File: src/rtl/core/voice_resampling_mixer_top_defines.svh
// Assertion macros for the voice resampling mixer.
// Used by the files that carry concurrent checks.
`ifndef VOICE_RESAMPLING_MIXER_TOP_DEFINES_SVH
`define VOICE_RESAMPLING_MIXER_TOP_DEFINES_SVH
`ifndef SYNTH
`define VRM_ASSERT(label, clk, rst_n, prop, msg) \
	label: assert property (@(posedge clk) disable iff (!rst_n) prop) else $error(msg);
`define VRM_ASSERT_NR(label, clk, prop, msg) \
	label: assert property (@(posedge clk) prop) else $error(msg);
`else
`define VRM_ASSERT(label, clk, rst_n, prop, msg)
`define VRM_ASSERT_NR(label, clk, prop, msg)
`endif
`endif

File: src/rtl/core/vrm_pkg.sv
// Shared types and constants for the voice resampling mixer.
// No dependencies.
`timescale 1ns / 1ps
package vrm_pkg;
	localparam int SAMPLE_DEPTH     = 16384;
	localparam int MAX_BUFFER_BYTES = 4096;
	localparam int AW  = $clog2(SAMPLE_DEPTH);
	localparam int BBW = $clog2(MAX_BUFFER_BYTES) + 1;
	localparam int FW  = BBW - 1;

	localparam logic [1:0] OP_LOAD  = 2'd0;
	localparam logic [1:0] OP_START = 2'd1;
	localparam logic [1:0] OP_STOP  = 2'd2;
	localparam logic [1:0] OP_MIX   = 2'd3;

	localparam logic [1:0] MODE_STEREO = 2'd0;
	localparam logic [1:0] MODE_M2S    = 2'd1;
	localparam logic [1:0] MODE_MONO   = 2'd2;
	localparam logic [1:0] MODE_SILENT = 2'd3;

	localparam logic [2:0] REG_MODE = 3'd0;
	localparam logic [2:0] REG_GL   = 3'd1;
	localparam logic [2:0] REG_GR   = 3'd2;
	localparam logic [2:0] REG_STEP = 3'd3;
	localparam logic [2:0] REG_LEN  = 3'd4;
	localparam logic [2:0] REG_BUF  = 3'd5;

	typedef struct packed {
		logic [1:0]  op;
		logic [13:0] sample_addr;
		logic signed [15:0] sample_word;
		logic signed [15:0] dest_left;
		logic signed [15:0] dest_right;
	} in_beat_t;

	typedef struct packed {
		logic signed [15:0] mixed_left;
		logic signed [15:0] mixed_right;
		logic voice_playing;
		logic buffer_end;
	} out_beat_t;

	typedef struct packed {
		logic [1:0]  mode;
		logic [7:0]  gain_left;
		logic [7:0]  gain_right;
		logic [15:0] step;
		logic [15:0] len;
		logic [12:0] buf_bytes;
	} cfg_t;

	function automatic logic [15:0] scale(input logic signed [15:0] s, input logic [7:0] g);
		logic signed [24:0] p;
		p = s * $signed({1'b0, g});
		return p[23:8];
	endfunction
endpackage

File: src/rtl/core/vrm_if.sv
// Valid/ready channel interface carrying one payload.
// Depends on nothing but the payload type parameter.
`timescale 1ns / 1ps
interface vrm_if #(parameter type T = logic) (input logic clk);
	logic valid;
	logic ready;
	T     data;
	modport source (output valid, output data, input ready);
	modport sink (input valid, input data, output ready);
endinterface

File: src/rtl/core/vrm_front.sv
// Front end: accepts beats into a two-entry queue for the back end.
// Uses vrm_pkg and vrm_if.
`timescale 1ns / 1ps
module vrm_front (
	input  logic clk,
	input  logic arst_n,
	vrm_if.sink   in_ch,
	input  logic  pop,
	output logic  has,
	output vrm_pkg::in_beat_t head
);
	import vrm_pkg::*;
	`include "voice_resampling_mixer_top_defines.svh"
	in_beat_t q_q [2];
	logic rd_q, wr_q;
	logic [1:0] cnt_q;
	logic push;
	assign in_ch.ready = (cnt_q != 2'd2);
	assign push = in_ch.valid && in_ch.ready;
	assign has  = (cnt_q != 0);
	assign head = q_q[rd_q];
	always_ff @(posedge clk) if (push) q_q[wr_q] <= in_ch.data;
	always_ff @(posedge clk or negedge arst_n) begin
		if (!arst_n) begin
			rd_q <= 1'b0; wr_q <= 1'b0; cnt_q <= '0;
		end else begin
			if (push) wr_q <= ~wr_q;
			if (pop) rd_q <= ~rd_q;
			cnt_q <= cnt_q + {1'b0, push} - {1'b0, pop};
		end
	end
	`VRM_ASSERT(a_no_pop_empty, clk, arst_n, pop |-> has, "pop from empty queue")
	`VRM_ASSERT(a_cnt_range, clk, arst_n, cnt_q <= 2'd2, "queue count overflow")
	`VRM_ASSERT(a_full_stall, clk, arst_n, (cnt_q == 2'd2) |-> !in_ch.ready, "accept when full")
endmodule

File: src/flat_wrapper.sv
// flat-port wrapper written by rule: the top's interface ports become plain ports
module vrm_front_flat import vrm_pkg::*;
  (clk, arst_n, pop, has, head, in_ch_valid, in_ch_data, in_ch_ready);
  vrm_if in_ch_i (.clk(clk));
  input  logic clk;
  input  logic arst_n;
  input  logic pop;
  output logic has;
  output vrm_pkg::in_beat_t head;
  input wire logic [$bits(in_ch_i.valid)-1:0] in_ch_valid;
  input wire logic [$bits(in_ch_i.data)-1:0] in_ch_data;
  output wire logic [$bits(in_ch_i.ready)-1:0] in_ch_ready;
  assign in_ch_i.valid = in_ch_valid;
  assign in_ch_i.data = in_ch_data;
  assign in_ch_ready = in_ch_i.ready;
  vrm_front u_core (.clk(clk), .arst_n(arst_n), .in_ch(in_ch_i), .pop(pop), .has(has), .head(head));
endmodule
File: config.mk
export PLATFORM = sky130hd
export DESIGN_NAME = vrm_front_flat
export DESIGN_NICKNAME = d
export VERILOG_FILES = /design/src/rtl/core/vrm_pkg.sv /design/src/rtl/core/vrm_if.sv /design/src/rtl/core/vrm_front.sv /design/src/flat_wrapper.sv
export VERILOG_INCLUDE_DIRS = /design/src /design/src/rtl/core
export SDC_FILE = /design/constraint.sdc
export NUM_CORES = 1
export LEC_CHECK = 0
export BUFFER_PORTS_ARGS = -buffer_cell sky130_fd_sc_hd__buf_2
export CELL_PAD_IN_SITES_DETAIL_PLACEMENT = 1
export CELL_PAD_IN_SITES_GLOBAL_PLACEMENT = 1
export CORE_MARGIN = 1
export CORE_UTILIZATION = 22
export DETAILED_ROUTE_END_ITERATION = 6
export GPL_TIMING_DRIVEN = 0
export PLACE_DENSITY = 0.83
export RECOVER_POWER = 100
export REMOVE_ABC_BUFFERS = 1
export SYNTH_ARGS = -nofsm -noshare
export SYNTH_HDL_FRONTEND = slang
export SYNTH_SLANG_ARGS = --single-unit
File: constraint.sdc
create_clock -name clk -period 1.3 [get_ports clk]
set_clock_uncertainty 0.15 [all_clocks]
set_input_delay 0.26 -clock clk [delete_from_list [all_inputs] [get_ports clk]]
set_output_delay 0.26 -clock clk [all_outputs]
set_load 0.01 [all_outputs]
Yosys cells after proc, flatten, opt, wreduce, memory -nomap -nowiden. Memories as Yosys holds them, arrays and structs flattened. Index checks and enable logic that the tools add are counted.

Register bits after elaboration: 4. Bits in latches: 0. Bits in writable memories: 2. Memory bits (read-only): 0. Bits of input ports: 5. Output and inout port bits: 66. Logic and storage cells: 13. Memories kept: 1.

Memories: u_core.q_q (words 2, width 1, rd ports 1, clocked after memory_dff 0, wr ports 1, RTL line vrm_front.sv:14) `in_beat_t q_q [2];`.

$add $sub $neg: 2. Multipliers: 0. Div/mod/pow operators: 0. $lt $le $gt $ge: 0. Eq/ne operators: 1. Shifts and indexed selects: 0. Multiplexer cells: 2. Bitwise logic cells: 2. Reduce and logical (&&, ||, !) cells: 2.

Operators with widths (count): $add A2 B1 Y2 (1); $mux W1 (2); $ne A2 B2 Y1 const B (1); $not A1 Y1 (2); $reduce_bool A2 Y1 (1); $sub A2 B1 Y2 (1); $logic_and A1 B1 Y1 (1).

Depth between registers and ports, before layout. Gate-level depths: netlist (run 1).

Depth after elaboration: 4. Mapped depth: 5. Gate-level depth less buffers: 5.

Least setup slack after synthesis (run 1). No wires, ideal clock.

Path type: register to register. Start point: register u_core.cnt_q[0]. End point: register u_core.cnt_q[1]. Setup time: 0.080 ns. Arrival time: 1.150 ns. Required time: 1.070 ns. Slack: -0.080 ns. Cell stages (with the launch flop): 6. Path buffers: 0. Period minus slack after synthesis: 1.380 ns. Cells stage by stage: dfrtp_1 inv_1 ha_1 nor2b_4 mux2i_1 xnor2_1.

Longest elaborated chain between the ends: 4.

RTL lines: from (decl) (RTL line vrm_front.sv:16) `logic [1:0] cnt_q;`; from (signal assigned) (RTL line vrm_front.sv:29) `cnt_q <= cnt_q + {1'b0, push} - {1'b0, pop};`; $ne A2 B2 Y1 (RTL line vrm_front.sv:18) `assign in_ch.ready = (cnt_q != 2'd2);`; $logic_and A1 B1 Y1 (RTL line vrm_front.sv:19) `assign push = in_ch.valid && in_ch.ready;`; $add A2 B1 Y2 * (RTL line vrm_front.sv:29); $sub A2 B1 Y2 * (RTL line vrm_front.sv:29).

Mark *: on every way between the ends. The rest lies on a longest branch, timed or not. A chain may end at the register's enable or synchronous reset.

==> results of run 1 <==
[sequential cells by signal, summed over array words and instances, names as in the netlist]
register      cells
u_core.wr_q       1
u_core.q_q        2
u_core.rd_q       1
u_core.cnt_q      2
[power groups by stage]
stage | sequential [mW] | combinational [mW] | clock [mW]
finish | 0.339 | 0.604 | 0.168
global route | 0.348 | 0.673 | 0.193
CTS | 0.345 | 0.642 | 0.169
detailed placement | 0.356 | 0.430 | 0
global placement | 0.349 | 0.404 | 0
floorplan | 0.337 | 0.338 | 0
[metal layers]
metal  global-route usage (%)  up-vias  share of wire, %
li1                         -      160                 -
met1                    3.444      166                26
met2                    8.791       38                61
met3                    1.919        0                14
met4                    1.948        0                 0
met5                        0        -                 0
[cells in the final DEF (no fill, tap or decap), drive strengths merged]
master / synthesis / layout
dlygate4sd3: 0 / 1
clkbuf: 0 / 4
conb: 1 / 63
edfxtp: 2 / 2
nor2: 1 / 1
dfrtp: 4 / 4
mux2i: 1 / 1
or2: 1 / 1
xnor2: 2 / 2
and3: 1 / 1
mux2: 1 / 1
nand2: 2 / 2
nor2b: 1 / 1
xor2: 2 / 2
nand2b: 1 / 1
buf: 63 / 9
inv: 1 / 1
ha: 1 / 1
[how the worst max path moves through the flow]
stage	startpoint	endpoint	slack (ns)
after global routing	u_core.rd_q	head[0]	-0.20
after CTS	u_core.rd_q	head[0]	-0.17
after global placement	u_core.cnt_q[0]	u_core.cnt_q[1]	-0.14
after detailed placement	u_core.cnt_q[0]	u_core.cnt_q[1]	-0.18
final	u_core.rd_q	head[0]	-0.16
after floorplan	u_core.cnt_q[0]	u_core.cnt_q[1]	-0.08
[synth_stat cells]
master / n
conb_1: 1
mux2_2: 1
nand2b_4: 1
ha_1: 1
nor2_1: 1
nor2b_4: 1
xor2_1: 2
edfxtp_1: 2
mux2i_1: 1
and3_1: 1
dfrtp_1: 4
xnor2_1: 2
nand2_1: 2
buf_4: 63
or2_2: 1
inv_1: 1
[kinds of logic (layout without fill, tap and decap cells)]
group                    Yosys count  after routing  share of synthesized area, %
AND/OR/NAND/NOR                    7              7                         6.744
XOR/XNOR                           4              4                         4.606
flip-flops                         6              6                         21.05
adder cells (fa/ha/maj)            1              1                         1.644
multiplexers                       2              2                         2.796
buffers and inverters             64             15                         62.66
other                              1             63                        0.4929
[repair_timing]
item / CTS / global route
hold buffers: 1 / 0
gates cloned: 0 / 0
hold endpoints to repair: 4 / 0
setup endpoints to repair: 4 / 5
pin swaps: 2 / 1
buffers inserted: 3 / 0
resized for setup: 8 / 1
[final cells by class]
class                   count  area [µm²]
clock buffers               3       22.52
fillers                   401        2484
inverters                   1       3.754
multi-input cells          77       367.9
flip-flops and latches      6       160.2
well taps                  44       55.05
repair buffers             11       85.08
==> reports/metrics.cfg, run 1 <==
[outcome]
status=finished with violations
violations=setup timing

[route]
final_antenna_net_count=0
first_pass_iters=2
routed_wl_um=862
route.detailed.drc=0
vias=364
wl_per_cell_um=6.070
drt_iter0_markers=6
vias_per_cell=2.563

[placed_design]
dp.cells=135
post_dp_cell_area_um2=610.6
io_buffers=7
post-place-ws_ns=-0.1821
place_hpwl_um=768.2
gp_congestion=0.6292

[power_and_ir_drop]
leakagePower_nw=0.3940
power.switching_uw=409.0
combPwrFrac_pct=54.4
internal-power_uw=701.5
p_sw_share_pct=36.83
p_per_area_nw_per_um2=1599
seqPwrFrac_pct=30.5
peakVddDrop_mv=0.2559
total_power_mw=1.111
p_clk_share_pct=15.2

[clock_tree]
cts_tree=yes
clockBufferDepth=2
clock-sinks=6
clock_latency_ns=0.24
cts_max_level=1
cts-root-buf=clkbuf_4
numCtsBuffers=3
clkTransAtPathRegs_ns=0.05

[floorplan]
core_area_um2=3178
initial_core_util_pct=23.94
dieHeight_um=60.81
boundaryPins=71
die_area_um2=3697
rows=20
die_w_um=60.81

[critical_path]
cp-end-kind=output port
reg2regPathDepth=5
critical_path_buf_inv_count=1
cp-start-kind=register
path_cells=mux2_4, buf_6
cp.required_ns=0.89
r2r-end=u_core.cnt_q[1]
crit_family=flip-flops
arrival_ns=1.05
critical_path_depth=2
critical_path_class=reg -> out
r2r_slack_ns=-0.08
r2r-start=u_core.cnt_q[0]
path_max_fanout=2
cpMaxStageDelayCell=dfrtp_1
cpPeakStageDelay_ns=0.39

[yosys]
netlist_area_um2=760.7
yosysSeqAreaShare_pct=21.05
ys_seq_elements=6
avgSynthCellArea_um2=8.950
synth_area_leader_cell=buf_4
netlist_top_cells_area=buf_4 62%, dfrtp_1 13%, edfxtp_1 7.9%
synth.top_cell.area_share_pct=62.17
ys_types=16
yosys_warnings=0
synthCells=85

[layout]
stdcell_count=142
syn_to_final_growth_pct=-8.717
antennaDiodeCount=0
nets=106
post-route-util_pct=21.85
stdcell_area_um2=694.4
drive_gt1_share_pct=17.35

[sta]
finalHoldViolCount=0
maxSlewViolCount=0
finalSetupViolations=5
rsz0062_at_grt=yes
fin_tns_setup_ns=-0.4797
hold_ws_ns=0.05951
period_share_pct=112.3
postLayoutSetupSlackWorst_ns=-0.1594
clock.fmax_mhz=685.2
final.min_clock_period_ns=1.459

[grt]
grt_max_degree=5
antenna_found_initial=0
grt_pass1_vias=274
grt_pass1_wl_mm=1.145
grt_overflow=0
track_usage_pct=4.321

[worst_hold_path]
hold_depth=1
hold_end=u_core.q_q[0]
hp-class=in -> reg
hp-start=in_ch_data

[job]
maxCapViolations=0

(Power assumes the default switching activity.)
==> inputs of run 2 (changes only) <==
--- a/config.mk
+++ b/config.mk
@@ -10,10 +10,10 @@
 export CELL_PAD_IN_SITES_DETAIL_PLACEMENT = 1
 export CELL_PAD_IN_SITES_GLOBAL_PLACEMENT = 1
 export CORE_MARGIN = 1
-export CORE_UTILIZATION = 22
+export CORE_UTILIZATION = 26
 export DETAILED_ROUTE_END_ITERATION = 6
 export GPL_TIMING_DRIVEN = 0
-export PLACE_DENSITY = 0.83
+export PLACE_DENSITY_LB_ADDON = 0.1
 export RECOVER_POWER = 100
 export REMOVE_ABC_BUFFERS = 1
 export SYNTH_ARGS = -nofsm -noshare
==> constraint.sdc (replaced) <==
create_clock -name clk -period 1.9 [get_ports clk]
set_clock_uncertainty 0.15 [all_clocks]
set_input_delay 0.38 -clock clk [delete_from_list [all_inputs] [get_ports clk]]
set_output_delay 0.38 -clock clk [all_outputs]
set_load 0.01 [all_outputs]
==> run 2 against run 1 <==
Compared with the run above: the run now ends clean; register-to-register slack better by 0.50 ns; first-iteration DRC count fell by 83%; clock-buffer cell count stayed put; utilization increased by 0.15 points; total power down 46%; cell area down 13%; critical path depth stayed put; combinational power fell by 58%; global-route usage rose by 0.76 points; critical endpoint unchanged.
==> reports/metrics.cfg, run 2 (synthesis gave the netlist of run 1 again) <==
[floorplan]
initial_core_util_pct=27.59
core_area_um2=2758
dieHeight_um=56.09
die_area_um2=3146
die_w_um=56.09
boundaryPins=71
rows=19

[job]
maxCapViolations=0

[power_and_ir_drop]
internal-power_uw=364.0
p_sw_share_pct=39.58
peakVddDrop_mv=0.3294
p_per_area_nw_per_um2=992.8
combPwrFrac_pct=42.1
p_clk_share_pct=19.3
total_power_uw=602.4
seqPwrFrac_pct=38.6
leakagePower_nw=0.3562
power.switching_uw=238.5

[critical_path]
critical_path_class=reg -> out
cp.required_ns=1.37
cp-start-kind=register
path_max_fanout=2
cp-end-kind=output port
arrival_ns=1.07

[sta]
period_share_pct=84.08
finalHoldViolCount=0
clock.fmax_mhz=626.0
maxSlewViolCount=0
fin_tns_setup_ns=0
finalSetupViolations=0
rsz0062_at_grt=no
postLayoutSetupSlackWorst_ns=0.3024
final.min_clock_period_ns=1.598

[grt]
grt_pass1_vias=238
track_usage_pct=5.082
antenna_found_initial=0
grt_max_degree=5
grt_overflow=0
grt_pass1_wl_mm=1.104

[clock_tree]
numCtsBuffers=3
cts-root-buf=clkbuf_4
post_cts_resized=0
cts_tree=yes
cts_max_level=1
clock_latency_ns=0.24
clockBufferDepth=2
clkTransAtPathRegs_ns=0.04
clock-sinks=6

[route]
first_pass_iters=2
wl_per_cell_um=6.357
vias=341
routed_wl_um=801
vias_per_cell=2.706
drt_iter0_markers=1
final_antenna_net_count=0
route.detailed.drc=0

[layout]
layout_common_cells=63 x conb_1, 4 x clkbuf_1, 4 x dfrtp_1
final_common_cell=conb_1
nets=103
syn_to_final_growth_pct=-20.23
drive_gt1_share_pct=8.421
post-route-util_pct=22.01
largest_registers=u_core.cnt_q: 2 flops, u_core.q_q: 2 flops
multiInputGateArea_um2=341.6
nFillCells=361
antennaDiodeCount=0
regArea_um2=160.2

[worst_hold_path]
hp-class=in -> reg

[placed_design]
io_buffers=7
post-place-ws_ns=0.3174
gp_congestion=0.5975
place_hpwl_um=714

[outcome]
status=finished, final reports clean

==> run 2: cell count changes in the layout (fill, tap and decap cells not counted) <==
cell	before	now
buf_6	3	0
or2_4	1	0
inv_1	0	1
inv_2	1	0
clkbuf_1	1	4
mux2_4	1	0
mux2_2	0	1
buf_4	3	0
ha_1	0	1
ha_4	1	0
nor2b_1	0	1
or2_2	0	1
nor2b_4	1	0
==> run 2: path summary, 6_finish.rpt <==
path / cells after the start / end / slack, ns / start
min in group asynchronous: 2 / u_core.cnt_q[0] / 0.37 / arst_n
worst min-delay path: 1 / u_core.q_q[0] / 0.18 / in_ch_data
worst max register to register: 5 / u_core.cnt_q[1] / 0.42 / u_core.cnt_q[0]
worst max-delay path: 2 / head[0] / 0.30 / u_core.rd_q
max in group asynchronous: 2 / u_core.rd_q / 1.04 / arst_n
worst min register to register: 1 / u_core.rd_q / 0.33 / u_core.rd_q
==> run 2: through the flow <==
step | area [µm²] | std cells | hold WS (ns)
6_report | 606.8 | 126 | 0.1813
5_1_grt | 606.8 | 126 | 0.1631
4_1_cts | 626.9 | 126 | 0.1720
3_5_place_dp | 594.3 | 122 | 0.04879
3_3_place_gp | 594.3 | 122 | 0.04737
2_1_floorplan | 520.5 | 84 | -0.06559
==> run 2: layout make-up <==
type	count	share of cell area (%)
clock buffer	3	3.711
inverter	1	0.6186
multi-input combinational	77	56.29
sequential	6	26.39
tap	31	6.392
timing repair buffer	8	6.598
==> run 2: what timing repair did <==
item,CTS,global route
hold buffers,1,0
setup buffers,0,0
hold endpoints to repair,4,0
==> run 2: critical path, stage by stage, from the launching register on <==
cell and delay [ns]:
dfrtp_1 0.36, mux2_2 0.34, clkbuf_1 0.12
==> run 2: power by group through the flow <==
stage | clock, mW | sequential, mW | combinational [mW]
2_1_floorplan | 0 | 0.230 | 0.232
4_1_cts | 0.126 | 0.240 | 0.289
3_5_place_dp | 0 | 0.242 | 0.286
3_3_place_gp | 0 | 0.240 | 0.282
5_1_grt | 0.134 | 0.244 | 0.287
6_report | 0.117 | 0.232 | 0.253
==> run 2: per-layer routing <==
metal / up-vias / wire, µm / GRT usage (%) / part of all wire (%)
met3: 0 / 157 / 5.349 / 20
met4: 0 / 0 / 2.091 / 0
met1: 148 / 270 / 5.106 / 34
li1: 153 / - / - / -
met2: 40 / 373 / 6.803 / 47
met5: - / 0 / 0 / 0
==> inputs of run 3 (changes only) <==
--- a/config.mk
+++ b/config.mk
@@ -10,7 +10,7 @@
 export CELL_PAD_IN_SITES_DETAIL_PLACEMENT = 1
 export CELL_PAD_IN_SITES_GLOBAL_PLACEMENT = 1
 export CORE_MARGIN = 1
-export CORE_UTILIZATION = 26
+export CORE_UTILIZATION = 24
 export DETAILED_ROUTE_END_ITERATION = 6
 export GPL_TIMING_DRIVEN = 0
 export PLACE_DENSITY_LB_ADDON = 0.1
==> constraint.sdc (replaced) <==
create_clock -name clk -period 1.6 [get_ports clk]
set_clock_uncertainty 0.15 [all_clocks]
set_input_delay 0.32 -clock clk [delete_from_list [all_inputs] [get_ports clk]]
set_output_delay 0.32 -clock clk [all_outputs]
set_load 0.01 [all_outputs]
==> run 3 against run 2 <==
Compared with the run above: wire length increased by 6.9%; sequential power is 22% higher; clock-buffer cell count did not move; critical path type unchanged; combinational power rose by 49%; utilization decreased by 0.39 points; non-clock buffer count grew 1; total power grew 33%; sequential share of layout area down 1.9 points; clock power rose by 20%; via count is 5.0% higher; global-route usage is essentially flat; register-to-register slack lost 0.32 ns.
==> reports/metrics.cfg, run 3 (synthesis gave the netlist of run 1 again) <==
[outcome]
status=finished, final reports clean

[critical_path]
cpMaxStageDelayCell=dfrtp_1
r2r-start=u_core.cnt_q[0]
cp.required_ns=1.13
arrival_ns=1.09
path_cells=or2_2, buf_6
cpPeakStageDelay_ns=0.42
cp-end-kind=output port
r2r_slack_ns=0.10
cp-start-kind=register
r2r-end=u_core.cnt_q[1]
path_max_fanout=4
critical_path_class=reg -> out
reg2regPathDepth=5

[placed_design]
gp_congestion=0.5995
post_dp_cell_area_um2=610.6
post-place-ws_ns=0.07306
place_hpwl_um=742.6
io_buffers=7
dp.cells=135

[layout]
nFillCells=394
stdcell_count=140
largest_registers=u_core.cnt_q: 2 flops, u_core.q_q: 2 flops
layout_common_cells=63 x conb_1, 4 x clkbuf_4, 4 x dfrtp_1
final_common_cell=conb_1
antennaDiodeCount=0
post-route-util_pct=21.61
syn_to_final_growth_pct=-13.98
stdcell_area_um2=654.4
drive_gt1_share_pct=13.54
nets=104

[sta]
rsz0062_at_grt=yes
period_share_pct=97.37
maxSlewViolCount=0
finalHoldViolCount=0
clock.fmax_mhz=641.9
final.min_clock_period_ns=1.558
finalSetupViolations=0
fin_tns_setup_ns=0
postLayoutSetupSlackWorst_ns=0.04205
hold_ws_ns=0.1168

[floorplan]
initial_core_util_pct=25.12
core_area_um2=3028
rows=20
boundaryPins=71
dieHeight_um=58.30
die_w_um=58.30
die_area_um2=3399

[power_and_ir_drop]
p_sw_share_pct=38.88
total_power_uw=798.6
seqPwrFrac_pct=35.3
power.switching_uw=310.5
leakagePower_nw=0.3795
peakVddDrop_mv=0.2930
combPwrFrac_pct=47.1
p_clk_share_pct=17.5
internal-power_uw=488.1
p_per_area_nw_per_um2=1220

[worst_hold_path]
hold_end=u_core.q_q[0]
hp-class=in -> reg
hold_depth=1
hp-start=in_ch_data

[grt]
antenna_found_initial=0
grt_max_degree=5
track_usage_pct=5.093
grt_pass1_vias=267
grt_pass1_wl_mm=1.221
grt_overflow=0

[clock_tree]
cts_max_level=1
cts_tree=yes
cts-root-buf=clkbuf_4
clkTransAtPathRegs_ns=0.05
clock-sinks=6
clockBufferDepth=2
numCtsBuffers=3
clock_latency_ns=0.24

[route]
wl_per_cell_um=6.114
route.met3.wl_um=132
final_antenna_net_count=0
route.detailed.drc=0
dr.max_layer_used=met3
routed_wl_um=856
vias=358
wl_met1_um=337
vias_per_cell=2.557
first_pass_iters=6
wl_met2_um=386
drt_iter0_markers=3

[job]
maxCapViolations=0

-- run 3: changes by cell type in the layout (fill, tap and decap cells not counted), sizes merged --
cell,delta
buf,+1
-- run 3: power groups by stage --
stage | combinational (mW) | clock (mW) | sequential [mW]
after floorplan | 0.275 | 0 | 0.274
after global placement | 0.336 | 0 | 0.284
after detailed placement | 0.344 | 0 | 0.286
after CTS | 0.348 | 0.152 | 0.284
after global routing | 0.424 | 0.162 | 0.295
final | 0.376 | 0.140 | 0.282
-- run 3: metal layers --
| metal | global-route usage, % | up-vias |
|---|---|---|
| met5 | 0 | - |
| met4 | 2.041 | 0 |
| met3 | 4.396 | 0 |
| met2 | 7.061 | 39 |
| met1 | 5.548 | 164 |
| li1 | - | 155 |
-- run 3: worst max-delay path: cells and delay by family (launching register included) --
family / cells / cell delay (ns)
flops: 1 / 0.42
simple gates: 1 / 0.30
buf+inv: 1 / 0.12
-- run 3: worst max path at each step --
stage                               start               to  cells after the start
after detailed placement              pop  u_core.cnt_q[1]                      5
after global placement                pop  u_core.cnt_q[1]                      5
after floorplan           u_core.cnt_q[0]  u_core.cnt_q[1]                      5
after global routing      u_core.cnt_q[0]              has                      2
after CTS                 u_core.cnt_q[1]              has                      2
final                     u_core.cnt_q[1]              has                      2
-- run 3: what timing repair did --
action,in CTS,in global routing
resized for setup,0,1
hold buffers,1,0
endpoints found under the hold margin,4,0
setup buffers,0,1
endpoints found under the setup margin,0,2
-- run 3: area by class of cell --
class / count / area [µm²] / area share, %
multi-input cells: 77 / 356.6 / 54.49
flip-flops and latches: 6 / 160.2 / 24.47
repair buffers: 9 / 56.30 / 8.604
well taps: 44 / 55.05 / 8.413
clock buffers: 3 / 22.52 / 3.442
inverters: 1 / 3.754 / 0.5736
